## config.mk

```make
export PLATFORM = sky130hd
export DESIGN_NAME = swb_mwc_random_generator_unit_flat
export DESIGN_NICKNAME = d
export VERILOG_FILES = /design/src/hw/rtl/swbmwc_pkg.sv /design/src/hw/rtl/swbmwc_if.sv /design/src/hw/rtl/swbmwc_step.sv /design/src/hw/rtl/swb_mwc_random_generator_unit.sv /design/src/flat_wrapper.sv
export SDC_FILE = /design/constraint.sdc
export NUM_CORES = 2
export LEC_CHECK = 0
export BUFFER_PORTS_ARGS = -buffer_cell sky130_fd_sc_hd__buf_2
export CAP_MARGIN = 5
export CELL_PAD_IN_SITES_DETAIL_PLACEMENT = 1
export CELL_PAD_IN_SITES_GLOBAL_PLACEMENT = 1
export CORE_MARGIN = 10
export CORE_UTILIZATION = 45
export CTS_CLUSTER_SIZE = 10
export DETAILED_ROUTE_END_ITERATION = 10
export PLACE_DENSITY_LB_ADDON = 0.1
export REMOVE_ABC_BUFFERS = 1
export SLEW_MARGIN = 20
export SYNTH_ARGS = -nofsm -noshare
export SYNTH_HDL_FRONTEND = slang
export SYNTH_SLANG_ARGS = --single-unit
```

## constraint.sdc

```tcl
create_clock -name clk -period 12.1 [get_ports clk]
set_input_delay 0.605 -clock clk [delete_from_list [all_inputs] [get_ports clk]]
set_output_delay 0.605 -clock clk [all_outputs]
set_load 0.02 [all_outputs]
```

## src/hw/rtl/swbmwc_pkg.sv

```systemverilog
// ----------------------------------------------------------------------------
// swbmwc_pkg
// Shared types and constants for the SWB/MWC random word generator.
// ----------------------------------------------------------------------------
package swbmwc_pkg;

  localparam int WORD_W = 32;

  typedef logic [WORD_W-1:0] word_t;

  // Request codes carried in the func field
  localparam logic FUNC_GENERATE = 1'b0;
  localparam logic FUNC_SEED     = 1'b1;

  // Seed offsets, also the state after reset
  localparam word_t INIT_A    = 32'd521288629;
  localparam word_t INIT_B    = 32'd362436069;
  localparam word_t INIT_C    = 32'd16163801;
  localparam word_t INIT_LOW  = 32'd1245364;
  localparam word_t INIT_HIGH = 32'd46347;

  // Multiply-with-carry multipliers
  localparam logic [15:0] MUL_LOW  = 16'd18000;
  localparam logic [15:0] MUL_HIGH = 16'd30903;

  // Seed scrambling multiplier and subtract-with-borrow offset
  localparam word_t SEED_MUL_LOW = 32'd23343;
  localparam word_t SWB_OFFSET   = 32'd18;

  typedef struct packed {
    word_t lag_a;
    word_t lag_b;
    word_t lag_c;
    logic  borrow;
    word_t mwc_low;
    word_t mwc_high;
  } gen_state_t;

  localparam gen_state_t STATE_RESET = '{
    lag_a:    INIT_A,
    lag_b:    INIT_B,
    lag_c:    INIT_C,
    borrow:   1'b1,
    mwc_low:  INIT_LOW,
    mwc_high: INIT_HIGH
  };

endpackage

```

## src/hw/rtl/swbmwc_if.sv

```systemverilog
// ----------------------------------------------------------------------------
// swbmwc_if
// Valid/ready channels for requests and random words.
// ----------------------------------------------------------------------------
interface swbmwc_in_if;
  import swbmwc_pkg::*;

  logic  valid;
  logic  ready;
  logic  func;
  word_t seed;

  modport source (output valid, output func, output seed, input ready);
  modport sink   (input valid, input func, input seed, output ready);
endinterface

interface swbmwc_out_if;
  import swbmwc_pkg::*;

  logic  valid;
  logic  ready;
  word_t random_word;

  modport source (output valid, output random_word, input ready);
  modport sink   (input valid, input random_word, output ready);
endinterface

```

## src/hw/rtl/swbmwc_step.sv

```systemverilog
// ----------------------------------------------------------------------------
// swbmwc_step
// Next-state logic: one generate step or one reseed of the generator state.
// ----------------------------------------------------------------------------
module swbmwc_step (
  input  swbmwc_pkg::gen_state_t cur,
  input  logic                   func,
  input  swbmwc_pkg::word_t      seed,
  output swbmwc_pkg::gen_state_t nxt,
  output swbmwc_pkg::word_t      diff
);
  import swbmwc_pkg::*;

  word_t      sub_val;
  logic       b_gt;
  word_t      seed_b;
  word_t      seed_c;
  gen_state_t gen_st;
  gen_state_t seed_st;

  // subtract-with-borrow lag step
  assign sub_val = cur.lag_a + {{(WORD_W-1){1'b0}}, cur.borrow};
  assign b_gt    = cur.lag_b > sub_val;
  assign diff    = b_gt ? (cur.lag_b - sub_val) : (cur.lag_b - sub_val - SWB_OFFSET);

  always_comb begin
    gen_st.lag_a    = cur.lag_b;
    gen_st.lag_b    = cur.lag_c;
    gen_st.lag_c    = diff;
    gen_st.borrow   = ~b_gt;
    // 16x16 multiply plus carry half; fits in 31 bits
    gen_st.mwc_low  = (WORD_W'(MUL_LOW)  * WORD_W'(cur.mwc_low[15:0]))
                    + WORD_W'(cur.mwc_low[31:16]);
    gen_st.mwc_high = (WORD_W'(MUL_HIGH) * WORD_W'(cur.mwc_high[15:0]))
                    + WORD_W'(cur.mwc_high[31:16]);
  end

  // reseed: twelve times seed is eight times plus four times
  assign seed_b = INIT_B + {1'b0, seed[31:1]};
  assign seed_c = INIT_C + {seed[30:0], 1'b0};

  always_comb begin
    seed_st.lag_a    = INIT_A + seed;
    seed_st.lag_b    = seed_b;
    seed_st.lag_c    = seed_c;
    seed_st.borrow   = seed_b > seed_c;
    seed_st.mwc_low  = INIT_LOW + (SEED_MUL_LOW * seed);
    seed_st.mwc_high = INIT_HIGH - ({seed[28:0], 3'b000} + {seed[29:0], 2'b00});
  end

  assign nxt = (func == FUNC_SEED) ? seed_st : gen_st;

endmodule

```

## src/hw/rtl/swb_mwc_random_generator_unit.sv

```systemverilog
// ----------------------------------------------------------------------------
// swb_mwc_random_generator_unit
// 32-bit random word generator: subtract-with-borrow lags plus two MWC words.
// ----------------------------------------------------------------------------
// Usage:
//   in_chan carries requests (func, seed). func = FUNC_GENERATE asks for the
//   next word; func = FUNC_SEED reloads all state from seed and returns no
//   word. out_chan carries one random_word for each generate request, in
//   request order.
//   Pipeline: request register -> state update (lag step, 16x16 MWC
//   multiplies) -> word register (three-way add of lag difference and MWC
//   words). One request is taken every cycle unless a stalled output
//   backs up all stages; the state update is a combinational recurrence
//   on the state register, so back-to-back requests run at full rate.
//   Reset (rst_n low, synchronous) empties all stages and loads the fixed
//   initial state; in_chan.ready is high right after reset.
//   When the receiver stalls, the word is held stable in the output
//   register and the earlier stages keep filling; in_chan.ready falls only
//   once every stage holds a waiting item. Seed requests retire from the
//   request register without waiting on the output side.
// ----------------------------------------------------------------------------
module swb_mwc_random_generator_unit (
  input logic           clk,
  input logic           rst_n,
  swbmwc_in_if.sink     in_chan,
  swbmwc_out_if.source  out_chan
);
  import swbmwc_pkg::*;

  // request stage
  logic       in_v_r;
  logic       func_r;
  word_t      seed_r;
  // generator state
  gen_state_t state_r;
  gen_state_t state_nxt;
  word_t      diff_nxt;
  // middle stage: new lag value and new MWC words
  logic       mid_v_r;
  word_t      diff_r;
  word_t      low_r;
  word_t      high_r;
  // output stage
  logic       out_v_r;
  word_t      word_r;
  word_t      word_nxt;

  logic out_load;
  logic mid_ready;
  logic in_adv;
  logic in_ready;
  logic gen_move;

  swbmwc_step u_step (
    .cur  (state_r),
    .func (func_r),
    .seed (seed_r),
    .nxt  (state_nxt),
    .diff (diff_nxt)
  );

  // Ready chain: each stage loads when empty or when it drains downstream
  assign out_load  = ~out_v_r | out_chan.ready;
  assign mid_ready = ~mid_v_r | out_load;
  assign in_adv    = in_v_r & ((func_r == FUNC_SEED) | mid_ready);
  assign in_ready  = ~in_v_r | in_adv;
  assign gen_move  = in_v_r & (func_r == FUNC_GENERATE) & mid_ready;

  // word = s + (low << 16) + high * 0xFFFF, the last as (high << 16) - high
  assign word_nxt = diff_r + {low_r[15:0], 16'h0000} + {high_r[15:0], 16'h0000} - high_r;

  always_ff @(posedge clk) begin
    if (!rst_n) begin
      in_v_r  <= 1'b0;
      mid_v_r <= 1'b0;
      out_v_r <= 1'b0;
      state_r <= STATE_RESET;
    end else begin
      if (in_ready) begin
        in_v_r <= in_chan.valid;
      end
      // advance or reseed the state as the request retires
      if (in_adv) begin
        state_r <= state_nxt;
      end
      if (mid_ready) begin
        mid_v_r <= gen_move;
      end
      if (out_load) begin
        out_v_r <= mid_v_r;
      end
    end
  end

  // Payload: no reset needed
  always_ff @(posedge clk) begin
    if (in_ready && in_chan.valid) begin
      func_r <= in_chan.func;
      seed_r <= in_chan.seed;
    end
    if (gen_move) begin
      diff_r <= diff_nxt;
      low_r  <= state_nxt.mwc_low;
      high_r <= state_nxt.mwc_high;
    end
    if (out_load && mid_v_r) begin
      word_r <= word_nxt;
    end
  end

  assign in_chan.ready        = in_ready;
  assign out_chan.valid       = out_v_r;
  assign out_chan.random_word = word_r;

endmodule

```

## src/flat_wrapper.sv

```systemverilog
// flat-port wrapper written by rule: the top's interface ports become plain ports
module swb_mwc_random_generator_unit_flat import swbmwc_pkg::*;
  (clk, rst_n, in_chan_valid, in_chan_func, in_chan_seed, in_chan_ready, out_chan_valid, out_chan_random_word, out_chan_ready);
  swbmwc_in_if in_chan_i ();
  swbmwc_out_if out_chan_i ();
  input logic clk;
  input logic rst_n;
  input wire logic [$bits(in_chan_i.valid)-1:0] in_chan_valid;
  input wire logic [$bits(in_chan_i.func)-1:0] in_chan_func;
  input wire logic [$bits(in_chan_i.seed)-1:0] in_chan_seed;
  output wire logic [$bits(in_chan_i.ready)-1:0] in_chan_ready;
  output wire logic [$bits(out_chan_i.valid)-1:0] out_chan_valid;
  output wire logic [$bits(out_chan_i.random_word)-1:0] out_chan_random_word;
  input wire logic [$bits(out_chan_i.ready)-1:0] out_chan_ready;
  assign in_chan_i.valid = in_chan_valid;
  assign in_chan_i.func = in_chan_func;
  assign in_chan_i.seed = in_chan_seed;
  assign in_chan_ready = in_chan_i.ready;
  assign out_chan_valid = out_chan_i.valid;
  assign out_chan_random_word = out_chan_i.random_word;
  assign out_chan_i.ready = out_chan_ready;
  swb_mwc_random_generator_unit u_core (.clk(clk), .rst_n(rst_n), .in_chan(in_chan_i), .out_chan(out_chan_i));
endmodule
```

==> run_results.csv <==
group,metric,value,unit
placement,dp_slack,4810,ps
route,wl,130000,microns
clocking,cts_tree,"done",
route,dr.first_iter.drc_count,1930,
timing,tns,0,ps
critical_path,rr_worst_depth,21,
critical_path,reg2reg_from,"u_core.seed_r[11]",
critical_path,crit_type,"reg2reg",
route,num_vias,30600,
global_route,overflow,0,
critical_path,r2r_end,"u_core.state_r[63]",
worst_hold_path,min_path_cells,1,
synthesis,yosys_warnings,0,
clocking,clk_latency,610,ps
clocking,postCtsSetupBuffers,0,
critical_path,crit_path_end_kind,"flip-flop",
final_layout,area_delta_synth_final,7.67,%
timing,skew,39.2,ps
placement,post-dp-hpwl,108000,microns
timing,worst_pin_slew,1030,ps
final_layout,post-route-util,48.8,%
worst_hold_path,min_path_type,"in2reg",
global_route,grt_pass1_vias,32200,
route,drc,0,
placement,gp_congestion,0.937,
synthesis,yosysTopAreaCell,"ha_1",
clocking,ctsResizeCount,0,
timing,max_slew_margin,31.1,%
timing,finalWorstSetupSlack,4720,ps
synthesis,synth_edf_count,145,
synthesis,netlist.area_leader.share,19.5,%
final_layout,multi_input_area,27900,sq um
worst_hold_path,hold_start,"in_chan_seed[1]",
timing,max_clock_freq,136,MHz
final_layout,drive_gt1_share,5.24,%
status,status,"completed",
global_route,grt_max_degree,98,
die,dieArea,97900,sq um
timing,finalHoldViolations,0,
synthesis,synthArstFlopShare,0,%
synthesis,synth-seq-cells,309,
timing,rsz0062_at_grt,"false",
clocking,clk_pin_slew,60,ps
clocking,cts_num_sinks,309,
synthesis,syn_area,38600,sq um
final_layout,fill_cells,9950,
route,wl_per_cell,23.9,microns
die,fp.dieH,313,microns
die,ioPinCount,71,
die,initial_utilization,45.3,%
synthesis,synth_seq_area_share,19.8,%
timing,period_minus_slack,7380,ps
global_route,grt_pass1_wl,201000,microns
global_route,grt.total_usage,26.5,%
die,die_w,313,microns
final_layout,nNetsFinal,5248,
timing,hold-worst-slack,171,ps
timing,final-setup-viol-count,0,
synthesis,yosys-top-cells-area,"ha_1 (20%), fa_1 (18%), edfxtp_1 (11%), dfxtp_1 (8.5%), inv_1 (6.9%)",
route,viasPerCell,5.63,
synthesis,synthCells,4240,
die,core,85100,sq um
clocking,clock_tree.root_cell,"clkbuf_16",
clocking,cts_buffer_depth,3,
route,drtAntennaViolNets,0,
critical_path,crit_arrival,7820,ps
placement,port_buffers,70,
critical_path,setup.worst_path.start_class,"flip-flop",
timing,fin_crit_sh,61.0,%
synthesis,synth_cell_types,89,
worst_hold_path,min_to,"u_core.seed_r[1]",
clocking,cts_inserted_buffers,43,
synthesis,syn_avg_cell_area,9.10,sq um
critical_path,r2r_setup_slack,4720,ps
synthesis,synthFlopType,"dfxtp_1",
clocking,htreeDepth,2,
critical_path,required,12540,ps
timing,slew_violations,0,
global_route,antenna_found_initial,10,
flow_run,drv_cap,0,
final_layout,regArea,7640,sq um
route,first_pass_iters,5,
die,fp-row-count,107,
clocking,ctsHoldBuffers,0,
critical_path,path_max_fanout,11,
-- layout make-up --
cell class,count,share of cell area [%]
Tap cell,1144,3.44
Inverter,716,6.47
Timing Repair Buffer,88,1.20
Clock buffer,64,3.13
Multi-Input combinational cell,3105,67.0
Sequential cell,309,18.4
Clock inverter,12,0.322
Antenna cell,1,0.00602
-- kinds of logic after synthesis --
kind of cell	Yosys count	synth area share, %
muxes	34	0.905
xor gates and xnor gates	291	6.60
adders and majority gates	948	37.5
buffers and inverters	826	8.12
and+or+nand+nor	897	11.1
DFF	309	19.8
AOI/OAI and AO/OA	935	16.0
-- worst max-delay path by stage --
stage	from	end	slack (ps)	cells past startpoint
finish	u_core.seed_r[11]	u_core.state_r[63]	4720	21
floorplan	u_core.func_r	u_core.state_r[30]	-300	4
detailed placement	u_core.seed_r[11]	u_core.state_r[63]	4810	21
global placement	u_core.seed_r[11]	u_core.state_r[63]	4940	21
CTS	u_core.seed_r[11]	u_core.state_r[63]	4690	21
global route	u_core.seed_r[11]	u_core.state_r[63]	4230	21
-- per-layer routing --
metal  global-route usage, %  vias to the layer above  wire length (microns)
met4                    6.86                        6                   3650
met5                       0                        -                     39
met3                    3.18                      124                   5850
met2                    44.4                      570                  61400
met1                    36.0                    15400                  59300
li1                        -                    14600                      -
-- registers in the layout (all words and copies together) (netlist names) --
| name | flops |
|---|---|
| u_core.func_r | 1 |
| u_core.mid_v_r | 1 |
| u_core.seed_r | 32 |
| u_core.out_chan.valid | 1 |
| u_core.high_r | 32 |
| u_core.out_chan.random_word | 32 |
| u_core.state_r | 161 |
| u_core.in_v_r | 1 |
| u_core.diff_r | 32 |
| u_core.low_r | 16 |
-- cells in the final DEF (no fill, tap or decap), types with 26 or more instances in the layout --
cell type and n:
clkbuf_16 47, nand2_1 252, o21bai_1 26, and3_1 26, nand4_1 32, a211oi_1 57, xor2_1 84, nand3_1 85
inv_1 711, ha_1 602, o21a_1 29, a31oi_1 33, a21o_1 84, buf_2 69, dfxtp_1 164, mux2i_1 27
nor2_1 240, edfxtp_1 145, nor3_1 75, xnor2_1 207, a21oi_1 265, o211ai_1 50, fa_1 346, or3_1 29
o21ai_0 179
-- synth_stat cells (9+ instances only) --
cell       number
a2111oi_0      10
a211o_1        18
a211oi_1       57
a21o_1         84
a21oi_1       265
a31o_2          9
a31oi_1        33
and2_1         21
and3_1         26
and4_1         10
buf_1          14
buf_2           9
clkbuf_1       84
dfxtp_1       164
edfxtp_1      145
fa_1          346
ha_1          602
inv_1         712
mux2i_1        27
nand2_1       252
nand2b_1       25
nand3_1        85
nand3b_1       11
nand4_1        32
nor2_1        241
nor2b_1        27
nor3_1         75
nor4_1         11
o211a_1        10
o211ai_1       50
o21a_1         30
o21ai_0       180
o21bai_1       26
o221ai_1       12
o311ai_0       24
o31ai_1        14
or2_2          22
or3_1          29
xnor2_1       207
xor2_1         84
-- worst max-delay path, stage by stage (launching register included) --
cell,delay [ps]
edfxtp_1,580
clkinv_1,480
fa_1,650
fa_1,510
inv_1,50
ha_1,300
inv_1,60
fa_1,480
inv_1,60
fa_1,510
fa_1,500
ha_1,380
a21o_1,230
a2111oi_0,670
nor2_1,150
a31oi_1,250
a31oi_1,250
or4_1,460
o311ai_0,170
o21ai_0,220
xnor2_1,180
o21ai_0,80
-- stage by stage --
stage / area [sq um] / cells
after global routing: 41500 / 5438
after floorplan: 38100 / 4130
final: 41600 / 5439
after detailed placement: 40100 / 5362
after global placement: 40100 / 5362
after CTS: 41500 / 5438
Power is left out: the tool's default activity adds up to more than one toggle a clock period on the data nets, which glitch-free logic cannot reach.
